## config.mk

```make
export PLATFORM = sky130hd
export DESIGN_NAME = sha256_message_digest_unit_flat
export DESIGN_NICKNAME = d
export VERILOG_FILES = /design/src/sha256_pkg.sv /design/src/sha256_if.sv /design/src/sha256_datapath.sv /design/src/sha256_ctrl.sv /design/src/sha256_message_digest_unit.sv /design/src/flat_wrapper.sv
export SDC_FILE = /design/constraint.sdc
export NUM_CORES = 2
export LEC_CHECK = 0
export BUFFER_PORTS_ARGS = -buffer_cell sky130_fd_sc_hd__clkbuf_2
export CORE_UTILIZATION = 65
export CTS_CLUSTER_DIAMETER = 80
export CTS_CLUSTER_SIZE = 28
export DETAILED_ROUTE_END_ITERATION = 12
export PLACE_DENSITY = 0.91
export SKIP_CTS_REPAIR_TIMING = 1
export SYNTH_ARGS = -nofsm -noshare
export SYNTH_HDL_FRONTEND = slang
export SYNTH_SLANG_ARGS = --single-unit
```

## constraint.sdc

```tcl
create_clock -name clk_i -period 17.5 [get_ports clk_i]
set_input_delay 3.5 -clock clk_i [delete_from_list [all_inputs] [get_ports clk_i]]
set_output_delay 3.5 -clock clk_i [all_outputs]
set_load 0.05 [all_outputs]
```

## src/sha256_pkg.sv

```systemverilog
// ----------------------------------------------------------------------------
// sha256_pkg
// Shared types, constants and tables of the SHA-256 digest unit.
// ----------------------------------------------------------------------------
package sha256_pkg;

  localparam int unsigned BlockBytes = 64;
  localparam int unsigned LenStart   = 56;
  localparam int unsigned NumRounds  = 64;
  localparam int unsigned NumWords   = 8;

  localparam logic [7:0] PadByte = 8'h80;

  // source of the byte that enters the block buffer
  typedef enum logic [1:0] {
    BYTE_MSG,
    BYTE_PAD,
    BYTE_ZERO,
    BYTE_LEN
  } sha256_byte_sel_e;

  typedef struct packed {
    logic             shift_en;
    sha256_byte_sel_e byte_sel;
    logic             load_rounds;
    logic             round_en;
    logic [5:0]       round_idx;
    logic             add_hash;
    logic             init_hash;
    logic             out_load;
    logic [2:0]       out_idx;
  } sha256_cmd_t;

  function automatic logic [31:0] sha256_iv(input logic [2:0] idx);
    logic [31:0] v;
    case (idx)
      3'd0:    v = 32'h6a09e667;
      3'd1:    v = 32'hbb67ae85;
      3'd2:    v = 32'h3c6ef372;
      3'd3:    v = 32'ha54ff53a;
      3'd4:    v = 32'h510e527f;
      3'd5:    v = 32'h9b05688c;
      3'd6:    v = 32'h1f83d9ab;
      default: v = 32'h5be0cd19;
    endcase
    return v;
  endfunction

  function automatic logic [31:0] sha256_k(input logic [5:0] idx);
    logic [31:0] v;
    case (idx)
      6'd0:  v = 32'h428a2f98;  6'd1:  v = 32'h71374491;
      6'd2:  v = 32'hb5c0fbcf;  6'd3:  v = 32'he9b5dba5;
      6'd4:  v = 32'h3956c25b;  6'd5:  v = 32'h59f111f1;
      6'd6:  v = 32'h923f82a4;  6'd7:  v = 32'hab1c5ed5;
      6'd8:  v = 32'hd807aa98;  6'd9:  v = 32'h12835b01;
      6'd10: v = 32'h243185be;  6'd11: v = 32'h550c7dc3;
      6'd12: v = 32'h72be5d74;  6'd13: v = 32'h80deb1fe;
      6'd14: v = 32'h9bdc06a7;  6'd15: v = 32'hc19bf174;
      6'd16: v = 32'he49b69c1;  6'd17: v = 32'hefbe4786;
      6'd18: v = 32'h0fc19dc6;  6'd19: v = 32'h240ca1cc;
      6'd20: v = 32'h2de92c6f;  6'd21: v = 32'h4a7484aa;
      6'd22: v = 32'h5cb0a9dc;  6'd23: v = 32'h76f988da;
      6'd24: v = 32'h983e5152;  6'd25: v = 32'ha831c66d;
      6'd26: v = 32'hb00327c8;  6'd27: v = 32'hbf597fc7;
      6'd28: v = 32'hc6e00bf3;  6'd29: v = 32'hd5a79147;
      6'd30: v = 32'h06ca6351;  6'd31: v = 32'h14292967;
      6'd32: v = 32'h27b70a85;  6'd33: v = 32'h2e1b2138;
      6'd34: v = 32'h4d2c6dfc;  6'd35: v = 32'h53380d13;
      6'd36: v = 32'h650a7354;  6'd37: v = 32'h766a0abb;
      6'd38: v = 32'h81c2c92e;  6'd39: v = 32'h92722c85;
      6'd40: v = 32'ha2bfe8a1;  6'd41: v = 32'ha81a664b;
      6'd42: v = 32'hc24b8b70;  6'd43: v = 32'hc76c51a3;
      6'd44: v = 32'hd192e819;  6'd45: v = 32'hd6990624;
      6'd46: v = 32'hf40e3585;  6'd47: v = 32'h106aa070;
      6'd48: v = 32'h19a4c116;  6'd49: v = 32'h1e376c08;
      6'd50: v = 32'h2748774c;  6'd51: v = 32'h34b0bcb5;
      6'd52: v = 32'h391c0cb3;  6'd53: v = 32'h4ed8aa4a;
      6'd54: v = 32'h5b9cca4f;  6'd55: v = 32'h682e6ff3;
      6'd56: v = 32'h748f82ee;  6'd57: v = 32'h78a5636f;
      6'd58: v = 32'h84c87814;  6'd59: v = 32'h8cc70208;
      6'd60: v = 32'h90befffa;  6'd61: v = 32'ha4506ceb;
      6'd62: v = 32'hbef9a3f7;  6'd63: v = 32'hc67178f2;
      default: v = 32'h00000000;
    endcase
    return v;
  endfunction

endpackage

```

## src/sha256_if.sv

```systemverilog
// ----------------------------------------------------------------------------
// sha256 stream interfaces
// Valid/ready channels for message bytes in and digest words out.
// ----------------------------------------------------------------------------
interface sha256_in_if;
  logic       valid;
  logic       ready;
  logic       func;
  logic [7:0] message_byte;

  modport source (output valid, output func, output message_byte, input ready);
  modport sink   (input valid, input func, input message_byte, output ready);
endinterface

interface sha256_out_if;
  logic        valid;
  logic        ready;
  logic [31:0] digest_word;
  logic [2:0]  word_index;
  logic        last_word;

  modport source (output valid, output digest_word, output word_index,
                  output last_word, input ready);
  modport sink   (input valid, input digest_word, input word_index,
                  input last_word, output ready);
endinterface

```

## src/sha256_datapath.sv

```systemverilog
// ----------------------------------------------------------------------------
// sha256_datapath
// Block buffer and schedule window, round unit, hash words, length counter
// and output word register.
// ----------------------------------------------------------------------------
module sha256_datapath
  import sha256_pkg::*;
(
  input  logic        clk_i,
  input  logic        rst_ni,
  input  sha256_cmd_t cmd_i,
  input  logic [7:0]  message_byte_i,
  output logic [31:0] digest_word_o,
  output logic [2:0]  word_index_o,
  output logic        last_word_o
);

  // bytes shift into the schedule window, so after 64 bytes w_q[0] is word 0
  logic [31:0] w_q   [16];
  logic [31:0] w_d   [16];
  logic [31:0] rw_q  [8];
  logic [31:0] rw_d  [8];
  logic [31:0] hash_q[8];
  logic [31:0] hash_d[8];
  logic [63:0] bit_cnt_q, bit_cnt_d;
  logic [31:0] digest_q;
  logic [2:0]  index_q;
  logic        last_q;

  logic [7:0]  byte_in;
  logic [31:0] w_next, s0, s1, sum0, sum1, ch, maj, t1, t2;

  function automatic logic [31:0] rotr(input logic [31:0] x, input int unsigned n);
    return (x >> n) | (x << (32 - n));
  endfunction

  always_comb begin
    case (cmd_i.byte_sel)
      BYTE_MSG:  byte_in = message_byte_i;
      BYTE_PAD:  byte_in = PadByte;
      BYTE_LEN:  byte_in = bit_cnt_q[63:56];
      default:   byte_in = 8'h00;
    endcase
  end

  always_comb begin
    s0     = rotr(w_q[1], 7) ^ rotr(w_q[1], 18) ^ (w_q[1] >> 3);
    s1     = rotr(w_q[14], 17) ^ rotr(w_q[14], 19) ^ (w_q[14] >> 10);
    w_next = s1 + w_q[9] + s0 + w_q[0];
    sum1   = rotr(rw_q[4], 6) ^ rotr(rw_q[4], 11) ^ rotr(rw_q[4], 25);
    sum0   = rotr(rw_q[0], 2) ^ rotr(rw_q[0], 13) ^ rotr(rw_q[0], 22);
    ch     = (rw_q[4] & rw_q[5]) ^ (~rw_q[4] & rw_q[6]);
    maj    = (rw_q[0] & rw_q[1]) ^ (rw_q[0] & rw_q[2]) ^ (rw_q[1] & rw_q[2]);
    t1     = rw_q[7] + sum1 + ch + sha256_k(cmd_i.round_idx) + w_q[0];
    t2     = sum0 + maj;
  end

  always_comb begin
    w_d       = w_q;
    rw_d      = rw_q;
    hash_d    = hash_q;
    bit_cnt_d = bit_cnt_q;
    if (cmd_i.shift_en) begin
      for (int i = 0; i < 15; i++) begin
        w_d[i] = {w_q[i][23:0], w_q[i+1][31:24]};
      end
      w_d[15] = {w_q[15][23:0], byte_in};
      if (cmd_i.byte_sel == BYTE_MSG) begin
        bit_cnt_d = bit_cnt_q + 64'd8;
      end else if (cmd_i.byte_sel == BYTE_LEN) begin
        // length leaves top byte first and ends at zero for the next message
        bit_cnt_d = {bit_cnt_q[55:0], 8'h00};
      end
    end
    if (cmd_i.round_en) begin
      for (int i = 0; i < 15; i++) begin
        w_d[i] = w_q[i+1];
      end
      w_d[15] = w_next;
      for (int i = 7; i > 0; i--) begin
        rw_d[i] = rw_q[i-1];
      end
      rw_d[4] = rw_q[3] + t1;
      rw_d[0] = t1 + t2;
    end
    if (cmd_i.load_rounds) begin
      rw_d = hash_q;
    end
    if (cmd_i.add_hash) begin
      for (int i = 0; i < 8; i++) begin
        hash_d[i] = hash_q[i] + rw_q[i];
      end
    end
    if (cmd_i.init_hash) begin
      for (int i = 0; i < 8; i++) begin
        hash_d[i] = sha256_iv(3'(i));
      end
    end
  end

  always_ff @(posedge clk_i or negedge rst_ni) begin
    if (!rst_ni) begin
      for (int i = 0; i < 8; i++) begin
        hash_q[i] <= sha256_iv(3'(i));
      end
      bit_cnt_q <= '0;
    end else begin
      hash_q    <= hash_d;
      bit_cnt_q <= bit_cnt_d;
    end
  end

  always_ff @(posedge clk_i) begin
    w_q  <= w_d;
    rw_q <= rw_d;
    if (cmd_i.out_load) begin
      digest_q <= hash_q[cmd_i.out_idx];
      index_q  <= cmd_i.out_idx;
      last_q   <= (cmd_i.out_idx == 3'(NumWords - 1));
    end
  end

  assign digest_word_o = digest_q;
  assign word_index_o  = index_q;
  assign last_word_o   = last_q;

endmodule

```

## src/sha256_ctrl.sv

```systemverilog
// ----------------------------------------------------------------------------
// sha256_ctrl
// Sequencer for byte absorb, padding, round iteration and digest output.
// ----------------------------------------------------------------------------
module sha256_ctrl
  import sha256_pkg::*;
(
  input  logic        clk_i,
  input  logic        rst_ni,
  input  logic        in_valid_i,
  input  logic        in_func_i,
  output logic        in_ready_o,
  input  logic        out_ready_i,
  output logic        out_valid_o,
  output sha256_cmd_t cmd_o
);

  typedef enum logic [2:0] {
    ST_IDLE,
    ST_PAD,
    ST_ROUND,
    ST_FOLD,
    ST_EMIT
  } state_e;

  state_e     state_q, state_d;
  logic [5:0] fill_q, fill_d;
  logic [5:0] rnd_q, rnd_d;
  logic [2:0] idx_q, idx_d;
  logic       fin_q, fin_d;
  logic       first_q, first_d;
  logic       len_ok_q, len_ok_d;
  logic       last_blk_q, last_blk_d;
  logic       out_valid_q, out_valid_d;
  logic       in_ready;

  assign in_ready = (state_q == ST_IDLE);

  always_comb begin
    state_d     = state_q;
    fill_d      = fill_q;
    rnd_d       = rnd_q;
    idx_d       = idx_q;
    fin_d       = fin_q;
    first_d     = first_q;
    len_ok_d    = len_ok_q;
    last_blk_d  = last_blk_q;
    out_valid_d = out_valid_q && !out_ready_i;
    cmd_o       = '0;
    cmd_o.byte_sel  = BYTE_MSG;
    cmd_o.round_idx = rnd_q;
    cmd_o.out_idx   = idx_q;

    case (state_q)
      ST_IDLE: begin
        if (in_valid_i) begin
          if (!in_func_i) begin
            cmd_o.shift_en = 1'b1;
            fill_d = fill_q + 6'd1;
            if (fill_q == 6'(BlockBytes - 1)) begin
              cmd_o.load_rounds = 1'b1;
              rnd_d   = '0;
              fin_d   = 1'b0;
              state_d = ST_ROUND;
            end
          end else begin
            fin_d   = 1'b1;
            first_d = 1'b1;
            state_d = ST_PAD;
          end
        end
      end
      ST_PAD: begin
        cmd_o.shift_en = 1'b1;
        if (first_q) begin
          cmd_o.byte_sel = BYTE_PAD;
          first_d  = 1'b0;
          // length fits behind the pad byte only below byte 56
          len_ok_d = (fill_q < 6'(LenStart));
        end else if (len_ok_q && fill_q >= 6'(LenStart)) begin
          cmd_o.byte_sel = BYTE_LEN;
        end else begin
          cmd_o.byte_sel = BYTE_ZERO;
        end
        fill_d = fill_q + 6'd1;
        if (fill_q == 6'(BlockBytes - 1)) begin
          cmd_o.load_rounds = 1'b1;
          rnd_d      = '0;
          last_blk_d = !first_q && len_ok_q;
          state_d    = ST_ROUND;
        end
      end
      ST_ROUND: begin
        cmd_o.round_en = 1'b1;
        rnd_d = rnd_q + 6'd1;
        if (rnd_q == 6'(NumRounds - 1)) begin
          state_d = ST_FOLD;
        end
      end
      ST_FOLD: begin
        cmd_o.add_hash = 1'b1;
        if (!fin_q) begin
          state_d = ST_IDLE;
        end else if (last_blk_q) begin
          idx_d   = '0;
          state_d = ST_EMIT;
        end else begin
          len_ok_d = 1'b1;
          state_d  = ST_PAD;
        end
      end
      ST_EMIT: begin
        if (!out_valid_q || out_ready_i) begin
          cmd_o.out_load = 1'b1;
          out_valid_d    = 1'b1;
          idx_d          = idx_q + 3'd1;
          if (idx_q == 3'(NumWords - 1)) begin
            cmd_o.init_hash = 1'b1;
            fin_d   = 1'b0;
            state_d = ST_IDLE;
          end
        end
      end
      default: begin
        state_d = ST_IDLE;
      end
    endcase
  end

  always_ff @(posedge clk_i or negedge rst_ni) begin
    if (!rst_ni) begin
      state_q     <= ST_IDLE;
      fill_q      <= '0;
      rnd_q       <= '0;
      idx_q       <= '0;
      fin_q       <= 1'b0;
      first_q     <= 1'b0;
      len_ok_q    <= 1'b0;
      last_blk_q  <= 1'b0;
      out_valid_q <= 1'b0;
    end else begin
      state_q     <= state_d;
      fill_q      <= fill_d;
      rnd_q       <= rnd_d;
      idx_q       <= idx_d;
      fin_q       <= fin_d;
      first_q     <= first_d;
      len_ok_q    <= len_ok_d;
      last_blk_q  <= last_blk_d;
      out_valid_q <= out_valid_d;
    end
  end

  assign in_ready_o  = in_ready;
  assign out_valid_o = out_valid_q;

endmodule

```

## src/sha256_message_digest_unit.sv

```systemverilog
// ----------------------------------------------------------------------------
// sha256_message_digest_unit
// SHA-256 over a byte stream, digest returned as eight 32-bit words.
// ----------------------------------------------------------------------------
// An absorb word shifts one message byte into the buffer. Every 64th byte
// starts a compression that runs one round per cycle on a single round unit
// and then folds into the hash, and input is held off meanwhile. A finish
// word feeds the padding and length bytes one a cycle into the same buffer
// (up to 64, or up to 72 when a second block is needed), runs one or two
// compressions, then hands out the eight digest words one a cycle as the
// sink takes them. The last digest word may still wait in the output
// register while the next message is being absorbed.
module sha256_message_digest_unit
  import sha256_pkg::*;
(
  input  logic          clk_i,
  input  logic          rst_ni,
  sha256_in_if.sink     msg_i,
  sha256_out_if.source  dig_o
);

  sha256_cmd_t cmd;

  sha256_ctrl u_ctrl (
    .clk_i       (clk_i),
    .rst_ni      (rst_ni),
    .in_valid_i  (msg_i.valid),
    .in_func_i   (msg_i.func),
    .in_ready_o  (msg_i.ready),
    .out_ready_i (dig_o.ready),
    .out_valid_o (dig_o.valid),
    .cmd_o       (cmd)
  );

  sha256_datapath u_datapath (
    .clk_i          (clk_i),
    .rst_ni         (rst_ni),
    .cmd_i          (cmd),
    .message_byte_i (msg_i.message_byte),
    .digest_word_o  (dig_o.digest_word),
    .word_index_o   (dig_o.word_index),
    .last_word_o    (dig_o.last_word)
  );

endmodule
```

## src/flat_wrapper.sv

```systemverilog
// flat-port wrapper written by rule: the top's interface ports become plain ports
module sha256_message_digest_unit_flat import sha256_pkg::*;
  (clk_i, rst_ni, msg_i_valid, msg_i_func, msg_i_message_byte, msg_i_ready, dig_o_valid, dig_o_digest_word, dig_o_word_index, dig_o_last_word, dig_o_ready);
  sha256_in_if msg_i_i ();
  sha256_out_if dig_o_i ();
  input  logic clk_i;
  input  logic rst_ni;
  input wire logic [$bits(msg_i_i.valid)-1:0] msg_i_valid;
  input wire logic [$bits(msg_i_i.func)-1:0] msg_i_func;
  input wire logic [$bits(msg_i_i.message_byte)-1:0] msg_i_message_byte;
  output wire logic [$bits(msg_i_i.ready)-1:0] msg_i_ready;
  output wire logic [$bits(dig_o_i.valid)-1:0] dig_o_valid;
  output wire logic [$bits(dig_o_i.digest_word)-1:0] dig_o_digest_word;
  output wire logic [$bits(dig_o_i.word_index)-1:0] dig_o_word_index;
  output wire logic [$bits(dig_o_i.last_word)-1:0] dig_o_last_word;
  input wire logic [$bits(dig_o_i.ready)-1:0] dig_o_ready;
  assign msg_i_i.valid = msg_i_valid;
  assign msg_i_i.func = msg_i_func;
  assign msg_i_i.message_byte = msg_i_message_byte;
  assign msg_i_ready = msg_i_i.ready;
  assign dig_o_valid = dig_o_i.valid;
  assign dig_o_digest_word = dig_o_i.digest_word;
  assign dig_o_word_index = dig_o_i.word_index;
  assign dig_o_last_word = dig_o_i.last_word;
  assign dig_o_i.ready = dig_o_ready;
  sha256_message_digest_unit u_core (.clk_i(clk_i), .rst_ni(rst_ni), .msg_i(msg_i_i), .dig_o(dig_o_i));
endmodule
```

# After elaboration in Yosys (flattened, before gate mapping)
# Memory sizes are Yosys's and may differ from the RTL's.
# Index checks and enable logic that the tools add are counted.
# word_totals
reg_bits	1147
mem_bits_ro	2048
in_bits	13
output_inout_bits	38
word_cells	208
memories	1
# op_classes
add_sub_neg	22
magnitude_cmp	3
eq_ne	20
muxes	62
bitwise	28
n_reduce_logical	27
# memory_table
memory	words	width	rd	rd_clocked_by_memory_dff	wr	line_no	source
(no name shown)	64	32	1	0	0	sha256_pkg.sv:51	case (idx)
# op_table
cell	count
$mux 256	4
$mux 512	2
$add 32x32->32	18
$xor 32x32->32	9
$and 32x32->32	5
$mux 64	2
$bmux 32 s3	1
$add 64x4->64 const B	1
$mux 32	2
$mux 3	11
$not 32->32	1
$or 10x32->32	1
$or 13x32->32	1
$or 14x32->32	1
$or 15x32->32	1
$or 19x32->32	1
$or 21x32->32	1
$or 25x32->32	1
$or 26x32->32	1
$or 30x32->32	1
$or 7x32->32	1
$xor 32x22->32	1
$xor 32x29->32	1
$mux 6	5
33 further kinds	89

# Depth between registers and ports, before layout
# depth
ltp_word	10
depth_mapped	37
depth_no_buf	36

# Hierarchy
# Synthesis repeated with hierarchy kept, for this count alone.
# hier_totals
cells_unflattened	7211
area_unflattened_um2	78041.1
# modules_own_cells
module	instances	cells_per_inst	area_each_um2	seq_area_each_um2
sha256_datapath	1	7087	76777.4	32245.9
sha256_ctrl	1	124	1263.7	575.6

# Worst setup path after synthesis
# No wires, ideal clock.
# synth_timing
path_kind	input -> register
start	input port msg_i_valid
end	register u_core.u_datapath.w_q[0] (netlist bit) (enable)
setup_ns	3.632
arrival_time_ns	12.267
required_ns	13.868
setup_slack_ns	1.601
stages	3
path_buffers	1
path_cell_list	a31oi_1 clkbuf_1 nand2_1
# synth_via
elab_chain_len	3
# synth_rtl
element	line_no	source
from (decl)	flat_wrapper.sv:8	input wire logic [$bits(msg_i_i.valid)-1:0] msg_i_valid;
$mux 1	sha256_ctrl.sv:56	if (in_valid_i) begin
$pmux 1 s2	sha256_ctrl.sv:54	case (state_q)
$reduce_bool 2->1 (no line)	n/a	
to (signal assigned)	sha256_datapath.sv:114	w_q <= w_d;
to (decl)	sha256_datapath.sv:19	logic [31:0] w_q [16];
# No other way between the ends.
# A chain may end at the register's enable or synchronous reset.

==> summary.md <==
| Metric | Value |
|---|---|
| EDFF count, synth | `804` |
| Worst Max-Slew Pin Slew | `1350 ps` |
| Outcome | `complete, no violations` |
| Core Util, Final | `0.679` |
| CTS clk-pin slew, worst paths | `110 ps` |
| Gr usage total | `0.371` |
| Cell Area, Synth | `between 0.07 and 0.08 mm2` |
| Hpwl dp | `165000 um` |
| Setup Crit Path Kind | `register to register` |
| Pwr Total | `between 0.004 and 0.005 W` |
| Sink Count | `1144` |
| I/O Pins | `51` |
| CP arrival | `about 10000 ps` |
| Post-synthesis cell count | `approximately 8400` |
| Sum Neg Setup Slack | `0 ps` |
| Max cap viols | `0` |
| Drt wl/cell | `23.6 um` |
| Core footprint | `~0.12 mm2` |
| Yosys cell types | `about 100` |
| Vias per cell | `6.54` |
| Maximum buffer depth of the clock tree | `3` |
| Drt pass-1 iters | `7` |
| Hold slack | `just under 500 ps` |
| Global-route wire length before repair | `348000 um` |
| Period utilisation layout | `0.553` |
| Gr ovfl total | `0` |
| Seq cells post-synth | `1144` |
| Total Wirelength | `228000 um` |
| First DRT Iteration DRCs | `8973` |
| Ys Warns | `0` |
| Register Area | `0.0328 mm2` |
| Critical Path Fanout Max | `21` |
| Row count | `126` |
| Required time worst endpoint | `17940 ps` |
| Max Slew Vio Count | `0` |
| Prevailing post-synth register cell | `edfxtp_1` |
| Initial antenna violation count | `6` |
| Die area | `0.120 mm2` |
| Setup crit start kind | `register` |
| Leak | `35.3 nW` |
| Total number of vias | `63200` |
| TritonCTS clock tree | `done` |
| Vias in the first global route | `59700` |
| Layout Skew | `54.6 ps` |
| Most frequent cells in the layout | `nand2_1 (2265), edfxtp_1 (804), a21oi_1 (542)` |
| CTS Buf Count | `54` |
| Multi-input logic area | `between 0.04 and 0.05 mm2` |
| Chip width | `347 um` |
| Clock latency on the worst-skew pair | `about 740 ps` |
| Placed cells | `9557` |
| Clk root buf | `clkbuf_16` |
| Average size of a mapped cell | `9.22 um2` |
| Maximum vdd drop | `0.0000965 V` |
| Post-route ant nets | `0` |
| GPL Wtd Cong | `1.05` |
| DRC | `0` |
| Net Count, Synth | `8997` |
| Number of fill cells | `8600` |
| Final Hold Viols | `0` |
| Maximum clock rate | `103 MHz` |
| Final std cells w/o fill | `about 9700` |
| Pin count of the biggest net entering global routing | `200` |
| RSZ-0062 raised after global routing | `false` |
| Most common cell after layout, fill and taps aside | `nand2_1` |
| Synthesis-to-layout area growth | `3.69%` |
| Worst Hold Class | `register to register` |
| Minimum clock period | `9680 ps` |
| Crit end category | `register` |
| Die height | `roughly 350 um` |
| Starting density of the core | `0.655` |
| Worst-case headroom to the max-slew limit | `0.101` |
| Async SR Flop Fraction | `0.297` |
| H-tree levels | `2` |
| Fin nets | `8690` |
| Port Buffers | `50` |
| Seq/Total Area, Yosys | `0.424` |
| Ratio of cells with drive above 1 in the final layout | `0.0650` |
| Power Density | `56.3 mW/mm2` |
| # setup viols final | `0` |
## metrics by stage
stage	worst slack (ps)	area [um2]
3_3_place_gp	8330	78300
3_5_place_dp	8200	78300
6_report	7820	80200
5_1_grt	7350	80200
2_1_floorplan	1600	77300
4_1_cts	8150	80200
## cell families after synthesis
family	Yosys count	synth area share
and+or+nand+nor	3141	0.167
adders and majority gates	622	0.119
AOI/OAI and AO/OA	1801	0.144
muxes	167	0.0342
DFF	1144	0.424
xor gates and xnor gates	589	0.0667
buffers and inverters	920	0.0448
## final cells by class
class | count | share of cell area
Inverter | 443 | 0.0208
Multi-Input combinational cell | 6320 | 0.513
Tap cell | 1536 | 0.0240
Sequential cell | 1144 | 0.409
Antenna cell | 3 | 0.0000936
Clock inverter | 25 | 0.00448
Clock buffer | 77 | 0.0187
Timing Repair Buffer | 114 | 0.00971
## cell usage after synthesis (22+ instances only)
cell type / count / area, um2
o21ai_0: 466 / 2330
a21o_1: 180 / 1350
mux2_2: 64 / 721
nand3_1: 103 / 515
nand2b_1: 46 / 288
nand2_1: 2266 / 8510
o21bai_1: 37 / 278
o21ai_1: 58 / 290
a211oi_1: 50 / 375
or3_1: 31 / 194
mux2i_1: 31 / 310
clkbuf_1: 446 / 1670
ha_1: 403 / 5040
xnor2_1: 332 / 2910
inv_1: 440 / 1650
mux4_2: 71 / 1600
nor2b_1: 39 / 244
o22ai_1: 75 / 469
o211ai_1: 25 / 188
edfxtp_1: 804 / 24100
xor2_1: 257 / 2250
a31oi_1: 49 / 307
nor2_1: 384 / 1440
and2_1: 28 / 175
o21a_1: 57 / 428
a22o_1: 30 / 263
fa_1: 197 / 3940
o31ai_1: 30 / 225
dfstp_2: 136 / 3570
and3_1: 71 / 444
dfrtp_1: 204 / 5100
maj3_1: 22 / 220
a21oi_1: 542 / 2710
nand4_1: 38 / 238
buf_1: 26 / 97.6
nor3_1: 70 / 350
## path summary, 6_finish.rpt
path | start | end | slack [ps] | cells past startpoint
worst max-delay path | u_core.u_ctrl.rnd_q[0]$_DFFE_PN0P_ | u_core.u_datapath.rw_q[255]$_DFFE_PP_ | 7820 | 27
worst min-delay path | u_core.u_ctrl.fill_q[5]$_DFFE_PN0P_ | u_core.u_ctrl.fill_q[5]$_DFFE_PN0P_ | 480 | 1
worst max register to register | u_core.u_ctrl.rnd_q[0]$_DFFE_PN0P_ | u_core.u_datapath.rw_q[255]$_DFFE_PP_ | 7820 | 27
worst min register to register | u_core.u_ctrl.fill_q[5]$_DFFE_PN0P_ | u_core.u_ctrl.fill_q[5]$_DFFE_PN0P_ | 480 | 1
max in group asynchronous | rst_ni | u_core.u_ctrl.idx_q[0]$_DFFE_PN0P_ | 12110 | 4
min in group asynchronous | rst_ni | u_core.u_datapath.hash_q[69]$_DFFE_PN0P_ | 2690 | 1
## critical path: stages, from the launching register on
cell       delay (ps)
dfrtp_1           760
inv_1             500
ha_1              970
nor2_1            350
a2111oi_0         480
a21oi_1            60
o21ai_0           690
fa_1              520
inv_1              70
ha_1              250
and4_1            280
o211ai_1          130
a211oi_1          630
o211ai_1          250
and2_1            230
xnor2_1           310
fa_1              460
ha_1              340
and4_1            220
a31oi_1           190
nor2b_1            70
a311oi_1          410
a311oi_1          230
a21oi_1           260
o21ai_0           190
o31ai_1           300
xnor2_1           160
a21oi_1            90
## flip-flops by register name, summed over array words and instances (netlist names)
signal                           count
u_core.u_datapath.word_index_o       3
u_core.u_ctrl.fin_q                  1
u_core.u_datapath.digest_word_o     32
u_core.u_datapath.bit_cnt_q         61
u_core.u_datapath.w_q              512
u_core.u_ctrl.first_q                1
u_core.u_ctrl.fill_q                 6
u_core.u_ctrl.state_q                3
u_core.u_datapath.rw_q             256
u_core.u_ctrl.idx_q                  3
u_core.u_ctrl.rnd_q                  6
u_core.u_datapath.last_word_o        1
u_core.u_ctrl.len_ok_q               1
u_core.u_ctrl.last_blk_q             1
u_core.u_datapath.hash_q           256
u_core.u_ctrl.out_valid_o            1
## per-layer routing
| layer | track usage | wire length, um | vias up |
|---|---|---|---|
| met5 | 0 | 12 | - |
| met4 | 0.161 | 11500 | 2 |
| met3 | 0.0819 | 27200 | 634 |
| met2 | 0.562 | 101000 | 3714 |
| met1 | 0.516 | 88100 | 30600 |
| li1 | - | - | 28200 |
## power breakdown
part	switching [W]	internal, W	total [W]
sequential	0.00000000000000000000563	0.00287	0.00287
clock	0.000971	0.000656	0.00163
combinational	0.0000189	0.00000208	0.0000210
total	0.000990	0.00353	0.00452
No activity file was read; power rests on OpenSTA's default activity.
